<file path="src/rtl/core/stereo_feedback_delay_core_assert.svh">
// ----------------------------------------------------------------------------
// Assertion macros for the stereo feedback delay core
// Assertions compile to nothing when ASSERT_OFF is defined.
// ----------------------------------------------------------------------------
`ifndef STEREO_FEEDBACK_DELAY_CORE_ASSERT_SVH
`define STEREO_FEEDBACK_DELAY_CORE_ASSERT_SVH

`ifndef ASSERT_OFF

`define SFD_ASSERT(lbl, clk, rstn, expr) \
  lbl: assert property (@(posedge clk) disable iff (!rstn) (expr)) \
    else $error("sfd assertion failed");

`define SFD_ASSERT_NEXT(lbl, clk, rstn, ante, cons) \
  lbl: assert property (@(posedge clk) disable iff (!rstn) (ante) |=> (cons)) \
    else $error("sfd assertion failed");

`else

`define SFD_ASSERT(lbl, clk, rstn, expr)

`define SFD_ASSERT_NEXT(lbl, clk, rstn, ante, cons)

`endif

`endif

</file>
<file path="src/rtl/core/sfd_pkg.sv">
// ----------------------------------------------------------------------------
// sfd_pkg
// Types, register codes, limits and the microprogram of the feedback delay.
// ----------------------------------------------------------------------------
`timescale 1ns / 1ps
`default_nettype none

package sfd_pkg;

  localparam int unsigned STEP_W    = 4;
  localparam int unsigned NUM_STEPS = 13;
  localparam int unsigned CFG_IDX_W = 3;
  localparam int unsigned CFG_DAT_W = 16;
  localparam int unsigned LINE_W    = 32;

  // Register indexes of the configuration port.
  localparam logic [CFG_IDX_W-1:0] CFG_DELAY_FRAMES  = 3'd0;
  localparam logic [CFG_IDX_W-1:0] CFG_FEEDBACK_GAIN = 3'd1;
  localparam logic [CFG_IDX_W-1:0] CFG_DAMP_COEF     = 3'd2;
  localparam logic [CFG_IDX_W-1:0] CFG_WET_GAIN      = 3'd3;
  localparam logic [CFG_IDX_W-1:0] CFG_DRY_GAIN      = 3'd4;
  localparam logic [CFG_IDX_W-1:0] CFG_PING_PONG     = 3'd5;

  // Reset values.
  localparam logic [15:0] RST_DELAY_FRAMES  = 16'd18000;
  localparam logic [14:0] RST_FEEDBACK_GAIN = 15'd11469;
  localparam logic [15:0] RST_DAMP_COEF     = 16'd25805;
  localparam logic [15:0] RST_WET_GAIN      = 16'd0;
  localparam logic [15:0] RST_DRY_GAIN      = 16'd32768;
  localparam logic        RST_PING_PONG     = 1'b0;

  // Limits applied to register values at use.
  localparam logic [14:0] FEEDBACK_MAX = 15'd31129;
  localparam logic [15:0] DAMP_MIN     = 16'd4915;
  localparam logic [15:0] UNITY_GAIN   = 16'd32768;

  typedef enum logic [3:0] {
    OP_RD,      // read both lines at the tap position
    OP_TAP,     // capture the tap, zero for a never-written entry
    OP_DAMP,    // product = damp * (tap - lowpass)
    OP_LPUPD,   // lowpass += product / 2^15
    OP_FBMUL,   // product = feedback * selected lowpass
    OP_WR,      // line[write_pos] = dry * 1024 + product / 2^15
    OP_MDRY,    // product = dry * dry_gain
    OP_ACCLD,   // acc = product * 1024
    OP_MWET,    // product = tap * wet_gain
    OP_ACCADD,  // acc += product
    OP_RES,     // result = sat16(acc / 2^25)
    OP_ADV,     // advance the write position
    OP_EMIT     // hand the frame to the output register
  } op_e;

  typedef struct packed {
    op_e               op;
    logic              jump;
    logic [STEP_W-1:0] target;
  } ucode_t;

  typedef struct packed {
    logic accept;
    logic en;
    op_e  op;
    logic ch;
  } dp_ctrl_t;

  typedef struct packed {
    logic [15:0] delay_frames;
    logic [14:0] feedback_gain;
    logic [15:0] damp_coef;
    logic [15:0] wet_gain;
    logic [15:0] dry_gain;
    logic        ping_pong;
  } cfg_t;

  localparam logic [STEP_W-1:0] STEP_START = 4'd0;
  localparam logic [STEP_W-1:0] STEP_DAMP  = 4'd2;
  localparam logic [STEP_W-1:0] STEP_FB    = 4'd4;

  // A jumping step loops once: it jumps while working on the left channel and
  // falls through on the right one.
  localparam ucode_t UCODE [NUM_STEPS] = '{
    '{OP_RD,     1'b0, STEP_START},
    '{OP_TAP,    1'b0, STEP_START},
    '{OP_DAMP,   1'b0, STEP_START},
    '{OP_LPUPD,  1'b1, STEP_DAMP},
    '{OP_FBMUL,  1'b0, STEP_START},
    '{OP_WR,     1'b0, STEP_START},
    '{OP_MDRY,   1'b0, STEP_START},
    '{OP_ACCLD,  1'b0, STEP_START},
    '{OP_MWET,   1'b0, STEP_START},
    '{OP_ACCADD, 1'b0, STEP_START},
    '{OP_RES,    1'b1, STEP_FB},
    '{OP_ADV,    1'b0, STEP_START},
    '{OP_EMIT,   1'b0, STEP_START}
  };

endpackage

`default_nettype wire

</file>
<file path="src/rtl/core/sfd_sequencer.sv">
// ----------------------------------------------------------------------------
// sfd_sequencer
// Step counter over the microprogram, loop control and frame handshakes.
// ----------------------------------------------------------------------------
`timescale 1ns / 1ps
`default_nettype none
`include "stereo_feedback_delay_core_assert.svh"

module sfd_sequencer (
  input  logic              clk_i,
  input  logic              rst_ni,
  input  logic              in_valid_i,
  output logic              in_ready_o,
  output logic              out_valid_o,
  input  logic              out_ready_i,
  output sfd_pkg::dp_ctrl_t ctrl_o
);

  logic                       busy_q, busy_d;
  logic [sfd_pkg::STEP_W-1:0] step_q, step_d;
  logic                       ch_q, ch_d;
  logic                       out_valid_q, out_valid_d;
  sfd_pkg::ucode_t            word;
  logic                       accept;
  logic                       stall;
  logic                       fire;
  logic                       emit;

  assign word   = sfd_pkg::UCODE[step_q];
  assign accept = in_valid_i && !busy_q;
  // The last step waits while the output register still holds a frame that the sink has not taken.
  assign stall  = (word.op == sfd_pkg::OP_EMIT) && out_valid_q && !out_ready_i;
  assign fire   = busy_q && !stall;
  assign emit   = fire && (word.op == sfd_pkg::OP_EMIT);

  always_comb begin
    busy_d      = busy_q;
    step_d      = step_q;
    ch_d        = ch_q;
    out_valid_d = emit ? 1'b1 : (out_ready_i ? 1'b0 : out_valid_q);
    if (accept) begin
      busy_d = 1'b1;
      step_d = sfd_pkg::STEP_START;
      ch_d   = 1'b0;
    end else if (fire) begin
      if (emit) begin
        busy_d = 1'b0;
        step_d = sfd_pkg::STEP_START;
      end else if (word.jump) begin
        ch_d   = !ch_q;
        step_d = ch_q ? step_q + sfd_pkg::STEP_W'(1) : word.target;
      end else begin
        step_d = step_q + sfd_pkg::STEP_W'(1);
      end
    end
  end

  always_ff @(posedge clk_i or negedge rst_ni) begin
    if (!rst_ni) begin
      busy_q      <= 1'b0;
      step_q      <= sfd_pkg::STEP_START;
      ch_q        <= 1'b0;
      out_valid_q <= 1'b0;
    end else begin
      busy_q      <= busy_d;
      step_q      <= step_d;
      ch_q        <= ch_d;
      out_valid_q <= out_valid_d;
    end
  end

  assign in_ready_o  = !busy_q;
  assign out_valid_o = out_valid_q;
  assign ctrl_o      = '{accept: accept, en: fire, op: word.op, ch: ch_q};

  `SFD_ASSERT_NEXT(a_accept_starts, clk_i, rst_ni, accept,
                   busy_q && (step_q == sfd_pkg::STEP_START) && !ch_q)
  `SFD_ASSERT(a_emit_slot_free, clk_i, rst_ni, !emit || !out_valid_q || out_ready_i)
  `SFD_ASSERT(a_ch_outside_loops, clk_i, rst_ni,
              !(busy_q && (word.op == sfd_pkg::OP_RD || word.op == sfd_pkg::OP_TAP ||
                word.op == sfd_pkg::OP_ADV || word.op == sfd_pkg::OP_EMIT)) || !ch_q)
  `SFD_ASSERT_NEXT(a_emit_shows_frame, clk_i, rst_ni, emit, out_valid_q && !busy_q)

endmodule

`default_nettype wire

</file>
<file path="config.mk">
export PLATFORM = sky130hd
export DESIGN_NAME = sfd_sequencer
export DESIGN_NICKNAME = d
export VERILOG_FILES = /design/src/rtl/core/sfd_pkg.sv /design/src/rtl/core/sfd_sequencer.sv
export VERILOG_INCLUDE_DIRS = /design/src /design/src/rtl/core
export SDC_FILE = /design/constraint.sdc
export NUM_CORES = 1
export LEC_CHECK = 0
export BUFFER_PORTS_ARGS = -buffer_cell sky130_fd_sc_hd__buf_2
export CAP_MARGIN = 15
export CORE_AREA = 3 3 40 42
export DETAILED_ROUTE_END_ITERATION = 16
export DIE_AREA = 0 0 43 45
export SETUP_SLACK_MARGIN = 0.2
export SLEW_MARGIN = 20
export SYNTH_ARGS = -nofsm -noshare
export SYNTH_HDL_FRONTEND = slang
export SYNTH_SLANG_ARGS = --single-unit
</file>
<file path="constraint.sdc">
create_clock -name clk_i -period 2.8 [get_ports clk_i]
set_input_delay 0.14 -clock clk_i [delete_from_list [all_inputs] [get_ports clk_i]]
set_output_delay 0.14 -clock clk_i [all_outputs]
set_load 0.02 [all_outputs]
</file>
# [Word level (Yosys, flattened, before mapping)]
# Memories as Yosys holds them, arrays and structs flattened.
# Index checks and enable logic that the tools add are counted.
[op_classes] n_addsub=1 order_cmp=1 n_eq_ne=2 muxes=16 bitwise_logic=1 n_reduce_logical=15
[op_table] op="$mux 4" n=5
[op_table] op="$mux 9" n=2
[op_table] op="$mux 1" n=9
[op_table] op="$reduce_bool 2->1" n=4
[op_table] op="$ge 5x5->1 const B" n=1
[op_table] op="$logic_and 1x1->1" n=5
[op_table] op="$not 4->5" n=1
[op_table] op="$add 4x1->4 const B" n=1
[op_table] op="$eq 4x4->1 const B" n=1
[op_table] op="$logic_not 1->1" n=4
[op_table] op="$reduce_and 3->1" n=1
[op_table] op="$ne 2x2->1 const B" n=1
[op_table] op="$reduce_and 2->1" n=1
[totals] register_bits=7 romBits=144 out_inout_bits=9 n_memories=1
[mem_list] memory="(name not given)" words=16 width=9 read_ports=1 rd_ports_with_merged_regs=0 write_ports=0 line="sfd_sequencer.sv:29" rtl="assign word = sfd_pkg::UCODE[step_q];"

# [Longest topological paths before layout]
# Gate-level depths: netlist of run 1.
[logic_depth] word_depth=13 depth_mapped=6 mapped_depth_nobuf=6

# [Worst setup path before layout of run 1]
# OpenSTA, ideal clock, no wires.
[synth_timing] kind="reg2reg" start="reg step_q[0] in the netlist's numbering" end="reg step_q[3] in the netlist's numbering" t_arrival_ps=1414 required_time_ps=2705 path_slack_ps=1291 path_stages_with_launch=7 n_path_buf=0 period_less_slack_ps=1509 cell_sequence="dfrtp_1 -> ha_1 -> ha_1 -> nand2b_4 -> nor2_2 -> or3_1 -> o31ai_1"
[synth_between] elab_chain_cells=13 elab_cells_between_ends=17 classes_between="add/sub (1); eq/ne (1); mux (7); bitwise (1); reduce/logical (6); memory (1)"
[synth_rtl] element="from (decl)" line="sfd_sequencer.sv:20" rtl="logic [sfd_pkg::STEP_W-1:0] step_q, step_d;"
[synth_rtl] element="from (signal assigned)" line="sfd_sequencer.sv:61" rtl="step_q <= sfd_pkg::STEP_START;"
[synth_rtl] element="from (signal assigned)" line="sfd_sequencer.sv:66" rtl="step_q <= step_d;"
[synth_rtl] element="$not 4->5 (not written as such)" line="sfd_sequencer.sv:29"
[synth_rtl] element="$mem_v2 16x9"
[synth_rtl] element="$mux 9 (not written as such) (2 in a row)" line="sfd_sequencer.sv:29"
[synth_rtl] element="$eq 4x4->1" line="sfd_sequencer.sv:32, sfd_sequencer.sv:34"
[synth_rtl] element="$logic_and 1x1->1 (2 in a row)" line="sfd_sequencer.sv:32" rtl="assign stall = (word.op == sfd_pkg::OP_EMIT) && out_valid_q && !out_ready_i;"
[synth_rtl] element="$logic_not 1->1" line="sfd_sequencer.sv:33" rtl="assign fire = busy_q && !stall;"
[synth_rtl] element="$logic_and 1x1->1" line="sfd_sequencer.sv:33"
[synth_rtl] element="$logic_and 1x1->1" line="sfd_sequencer.sv:34" rtl="assign emit = fire && (word.op == sfd_pkg::OP_EMIT);"
[synth_rtl] element="$mux 4" line="sfd_sequencer.sv:46" rtl="if (emit) begin"
[synth_rtl] element="$mux 4" line="sfd_sequencer.sv:45" rtl="end else if (fire) begin"
[synth_rtl] element="$mux 4" line="sfd_sequencer.sv:41" rtl="if (accept) begin"
# Several ways; a longest one is shown, not always the timed one. The select of a mux whose other input is x is not followed.
# A chain may end at the register's enable or synchronous reset.

# [Worst setup path in the final report of run 1]
# Same ends and word-level chain as after synthesis.

==> out/metrics.yaml, run 1 <==
outcome: "finished, final reports clean"
slew_headroom_pct: 79.9
tightest_slew_ns: 0.298
num_io_pins: 13
wl_per_cell_microns: 12.1
final_cell_mix: "12 x buf_2, 7 x dfrtp_1, 5 x inv_1"
dieArea_sq_um: 1940
fin_tns_setup_ns: 0
ir_drop_v: 0.000538
fmax_mhz: 632
dpl_worst_slack_ns: 1.21
pwr-share-seq_pct: 32.3
grt_overflow_total: 0
clkTransAtPathRegs_ns: 0.06
yosys_warnings: 0
via_count: 409
startpoint_type: "flip-flop"
p_sw_uw: 321
skew_ns: 0.00702
end_kind: "flip-flop"
dr.first_iter.drc_count: 6
numCtsBuffers: 3
grt_max_degree: 11
p_sw_share_pct: 45.8
dr_wl_met2_microns: 397
h-tree-depth: 1
drv_slew: 0
insertion_delay_ns: 0.26
intPower_uw: 379
postLayoutSetupSlackWorst_ns: 1.22
worstPathArrival_ns: 1.74
hpwl_microns: 717
rr_endpoint: "step_q[3]"
die_y_microns: 45
grt_pass1_vias: 382
path_class: "flip-flop to flip-flop"
hold_viol: 0
fillCellCount: 130
vias_per_cell: 5.18
hp-class: "primary input to flip-flop"
worstReg2RegStart: "step_q[0]"
r2r_slack_ns: 1.22
synth_compound_gate_area_share_pct: 21.5
min_to: "busy_q"
routed-wl-met3_microns: 54
io_buffers: 12
fin_crit_ns: 1.58
die_w_microns: 43
yosys.area_share.adder_pct: 7.32
yosysSeqAreaShare_pct: 34.1
synth_xor_area_share_pct: 0
rows: 13
pwr_density_cell_nw_per_um2: 1220
cts.path.max_buffers: 2
synthToLayoutAreaGrowth_pct: 12.0
nNetsFinal: 72
layout_commonest_cell: "buf_2"
wl_met1_microns: 467
cts_tree: "yes"
critPathRequiredTime_ns: 2.96
finalPower_uw: 700
start_util_pct: 39.9
pwr-share-clk_pct: 13.3
critPathMaxFanout: 5
grt_pass1_wl_mm: 1.60
synth_top_family_by_area: "simple AND/OR/NAND/NOR gates"
fin_util_pct: 44.7
antenna_found_initial: 0
comb_power_share_pct: 54.3
yosys.area_share.simple_pct: 22.9
layout-drive-gt1-share_pct: 31.3
crit_start: "step_q[0]"
dr.max_layer_used: "met4"
synth_mux_area_share_pct: 0
clock_sinks: 7
coreArea_sq_um: 1280
period_share_pct: 56.5
ys_types: 30
hold_start: "in_valid_i"
timing.hold.ws_ns: 0.151
synth-seq-cells: 7
drc: 0
postRouteAntennaNets: 0
num_antenna_cells: 0
drt-total-wl_microns: 955
syn_area_per_cell_sq_um: 9.50
synthesis.nets: 61
rr_worst_depth: 6
holdPathStages: 2
grt_usage_pct: 11.6
rsz0062_at_grt: "no"
drt_pre_antenna_iters: 4
synth_area_sq_um: 513
place.gp.congestion: 0.714
setup_viol: 0
maxCapViolCount: 0
cts_root_buf: "clkbuf_4"
synthCells: 54
p_leak_nw: 0.279
## repair_timing
action / 4_1_cts / 5_1_grt
hold endpoints to repair: 7 / 0
gates resized for setup: 0 / 0
hold buffers: 1 / 0
setup buffers: 0 / 0
## critical path: stages, from the launching register on
cell,delay [ns]
dfrtp_1,0.41
ha_1,0.22
ha_1,0.21
nand2b_4,0.08
nor2_2,0.04
or3_1,0.34
o31ai_1,0.19
## synth_stat cells (all sizes together)
| cell | instances | area [sq um] |
|---|---|---|
| and3 | 1 | 6.26 |
| nand4bb | 1 | 11.3 |
| nand3 | 2 | 15.0 |
| ha | 3 | 37.5 |
| dfrtp | 7 | 175 |
| inv | 5 | 18.8 |
| a21oi | 1 | 5.00 |
| a2bb2oi | 1 | 8.76 |
| buf | 7 | 53.8 |
| o31ai | 1 | 7.51 |
| a32o | 2 | 20.0 |
| nand3b | 2 | 15.0 |
| o41ai | 1 | 8.76 |
| nor2 | 2 | 10.0 |
| and2 | 1 | 6.26 |
| nand2 | 4 | 15.0 |
| o211ai | 1 | 12.5 |
| or3 | 1 | 6.26 |
| o22a | 1 | 8.76 |
| o22ai | 2 | 18.8 |
| nand2b | 3 | 26.3 |
| nor2b | 1 | 6.26 |
| o21ai | 4 | 20.0 |
## state kept, by name (all words and copies together) (netlist names)
register,cells
step_q,4
busy_q,1
ch_q,1
out_valid_o,1
## logic make-up after synthesis
family | count (synthesis)
AO/OA/AOI/OAI | 14
adder cells (fa/ha/maj) | 3
buffers and inverters | 12
flip-flops | 7
AND/OR/NAND/NOR | 18
## area by class of cell
| type | instances | area (sq um) | share of cell area (%) |
|---|---|---|---|
| tap | 15 | 18.8 | 3.27 |
| inverter | 5 | 18.8 | 3.27 |
| multi-input combinational | 35 | 265 | 46.2 |
| clock buffer | 4 | 26.3 | 4.58 |
| timing repair buffer | 13 | 70.1 | 12.2 |
| sequential | 7 | 175 | 30.5 |
## per-layer routing
metal	GRT usage [%]	vias up
met5	0	-
met4	10.8	0
met3	2.39	5
met2	17.4	11
met1	13.8	185
li1	-	208
## stage by stage
stage	instance area, sq um	instances
floorplan	513	54
global placement	538	74
detailed placement	538	74
CTS	574	79
global route	574	79
finish	574	79
## how the worst max path moves through the flow
stage	end	cells past startpoint
floorplan	step_q[3]	6
global placement	step_q[3]	6
detailed placement	step_q[3]	6
CTS	step_q[3]	6
global route	ctrl_o[5]	4
finish	step_q[3]	6
## power groups by stage
stage	logic (mW)	clock network [mW]	registers [mW]
2_1_floorplan	0.356	0	0.202
3_3_place_gp	0.385	0	0.229
3_5_place_dp	0.381	0	0.230
4_1_cts	0.386	0.0976	0.227
5_1_grt	0.425	0.107	0.238
6_report	0.380	0.0934	0.226
No activity file was read; power rests on OpenSTA's default activity.
==> run 2, diff against run 1 <==
Clock period 2.8 ns to 1.45 ns, I/O delays scaled along.
==> run 2 against run 1 <==
Compared with the run above: the flow now finishes with violations (setup timing); clock power up 95%; critical path depth stayed put; worst setup slack worse by 1.3 ns; count of clock-buffer cells in the layout unchanged; clock skew fell by 0.0049 ns; non-clock buffer count up 10; global-route usage grew 1.6 points; via count increased by 14%; die area stayed put; total power up 140%; utilization rose by 11 points; critical path type unchanged; critical endpoint unchanged; largest cell class unchanged.
==> out/metrics.yaml, run 2 (synthesized netlist as in run 1, its figures left out) <==
postRouteAntennaNets: 0
wl_per_cell_microns: 13.1
cts.path.max_buffers: 2
slowest_stage: "dfrtp_1"
startpoint_type: "flip-flop"
rr_endpoint: "step_q[3]"
insertion_delay_ns: 0.25
worstReg2RegStart: "step_q[1]"
num_antenna_cells: 0
drt-total-wl_mm: 1.17
end_kind: "flip-flop"
final_cell_mix: "11 x buf_2, 8 x buf_4, 5 x dfrtp_1"
fin_area_sq_um: 718
clock_sinks: 7
min_to: "busy_q"
io_buffers: 12
start_util_pct: 39.9
clkTransAtPathRegs_ns: 0.05
hpwl_microns: 871
r2r_slack_ns: -0.04
vias_per_cell: 5.22
hp-class: "primary input to flip-flop"
grt_pass1_vias: 416
critPathMaxFanout: 2
pwr_density_cell_nw_per_um2: 2390
cpPeakStageDelay_ns: 0.39
layout-drive-gt1-share_pct: 54.1
grt_usage_pct: 13.2
grt_pass1_wl_mm: 1.83
coreArea_sq_um: 1280
cts_tree: "yes"
layout_commonest_cell: "buf_2"
period_share_pct: 103
slew_headroom_pct: 76.6
synthToLayoutAreaGrowth_pct: 40.0
grt_overflow_total: 0
drc: 0
p_leak_nw: 0.349
path_class: "flip-flop to flip-flop"
finalPower_mw: 1.71
nNetsFinal: 82
ir_drop_v: 0.00120
hold_start: "in_valid_i"
rows: 13
cts_root_buf: "clkbuf_4"
path_cells: "ha_2 > ha_4 > nand2b_4 > nor2_2 > or3_1 > o31ai_1"
fillCellCount: 120
setup_viol: 2
via_count: 465
h-tree-depth: 1
largest_reg_flops: 4
die_y_microns: 45
num_io_pins: 13
tightest_slew_ns: 0.346
failed_checks: "setup timing"
die_w_microns: 43
fmax_mhz: 670
dpl-instance-area_sq_um: 606
critPathRequiredTime_ns: 1.60
skew_ns: 0.00208
maxCapViolCount: 0
seq_area_sq_um: 178
drv_slew: 0
grt_max_degree: 11
fin_crit_ns: 1.49
drt_pre_antenna_iters: 4
numCtsBuffers: 3
holdPathStages: 2
hold_viol: 0
place.gp.congestion: 0.736
postLayoutSetupSlackWorst_ns: -0.0434
antenna_found_initial: 0
rsz0062_at_grt: "yes"
dieArea_sq_um: 1940
multi_input_comb_area_sq_um: 315
regMostFlops: "step_q"
rr_worst_depth: 6
outcome: "finished with violations"
worstPathArrival_ns: 1.65
dr.first_iter.drc_count: 9
[run 2: cell types whose count changed in the layout (fill, tap and decap cells not counted), moves of 2 or more]
| cell | change |
|---|---|
| ha_4 | +2 |
| dfrtp_1 | -2 |
| buf_4 | +8 |
| buf_6 | +3 |
| ha_1 | -3 |
| dfrtp_2 | +2 |
[run 2: final cells by class]
cell class	instances	share of cell area [%]
multi-input combinational	35	43.9
sequential	7	24.7
clock buffer	4	3.66
inverter	5	2.96
tap	15	2.61
timing repair buffer	23	22.1
[run 2: worst max-delay path by stage]
| stage | from | endpoint | depth (start not counted) |
|---|---|---|---|
| 6_report | step_q[1] | step_q[3] | 6 |
| 4_1_cts | step_q[1] | step_q[3] | 6 |
| 2_1_floorplan | step_q[0] | step_q[3] | 6 |
| 3_3_place_gp | step_q[0] | step_q[3] | 6 |
| 5_1_grt | step_q[1] | step_q[3] | 6 |
| 3_5_place_dp | step_q[1] | step_q[3] | 6 |
[run 2: where the power goes]
part           switching (mW)  total (mW)  internal [mW]
combinational           0.540        1.12          0.585
sequential              0.114       0.409          0.294
clock                  0.0764       0.182          0.105
[run 2: layer usage]
layer	up-vias	part of all wire [%]	track usage, %
li1	230	-	-
met1	216	40	15.0
met2	16	51	22.2
met3	3	5.7	2.79
met4	0	2.5	9.04
met5	-	0	0
[run 2: critical path, delay by kind of cell, from the launching register on]
family                   cells  cell delay, ns
flip-flops                   1            0.39
AND/OR/NAND/NOR              3            0.45
adder cells (fa/ha/maj)      2            0.35
AO/OA/AOI/OAI                1            0.21
[run 2: through the flow]
stage	utilization (%)	setup TNS, ns	hold slack, ns	setup WS (ns)	std cells
2_1_floorplan	-	-0.000763	-0.223	-0.000763	54
3_3_place_gp	47.1	0	-0.0825	0.0343	81
3_5_place_dp	47.1	-0.0128	-0.0787	-0.0128	81
4_1_cts	51.2	-0.0286	0.0876	-0.0286	86
5_1_grt	55.9	-0.226	0.122	-0.102	89
6_report	55.9	-0.0598	0.126	-0.0434	89
[run 2: timing repair]
| action | 4_1_cts | 5_1_grt |
|---|---|---|
| setup buffers | 0 | 3 |
| endpoints found under the hold margin | 7 | 0 |
| pin swaps | 1 | 5 |
| setup endpoints to repair | 8 | 8 |
| hold buffers | 1 | 0 |
| resized for setup | 5 | 11 |
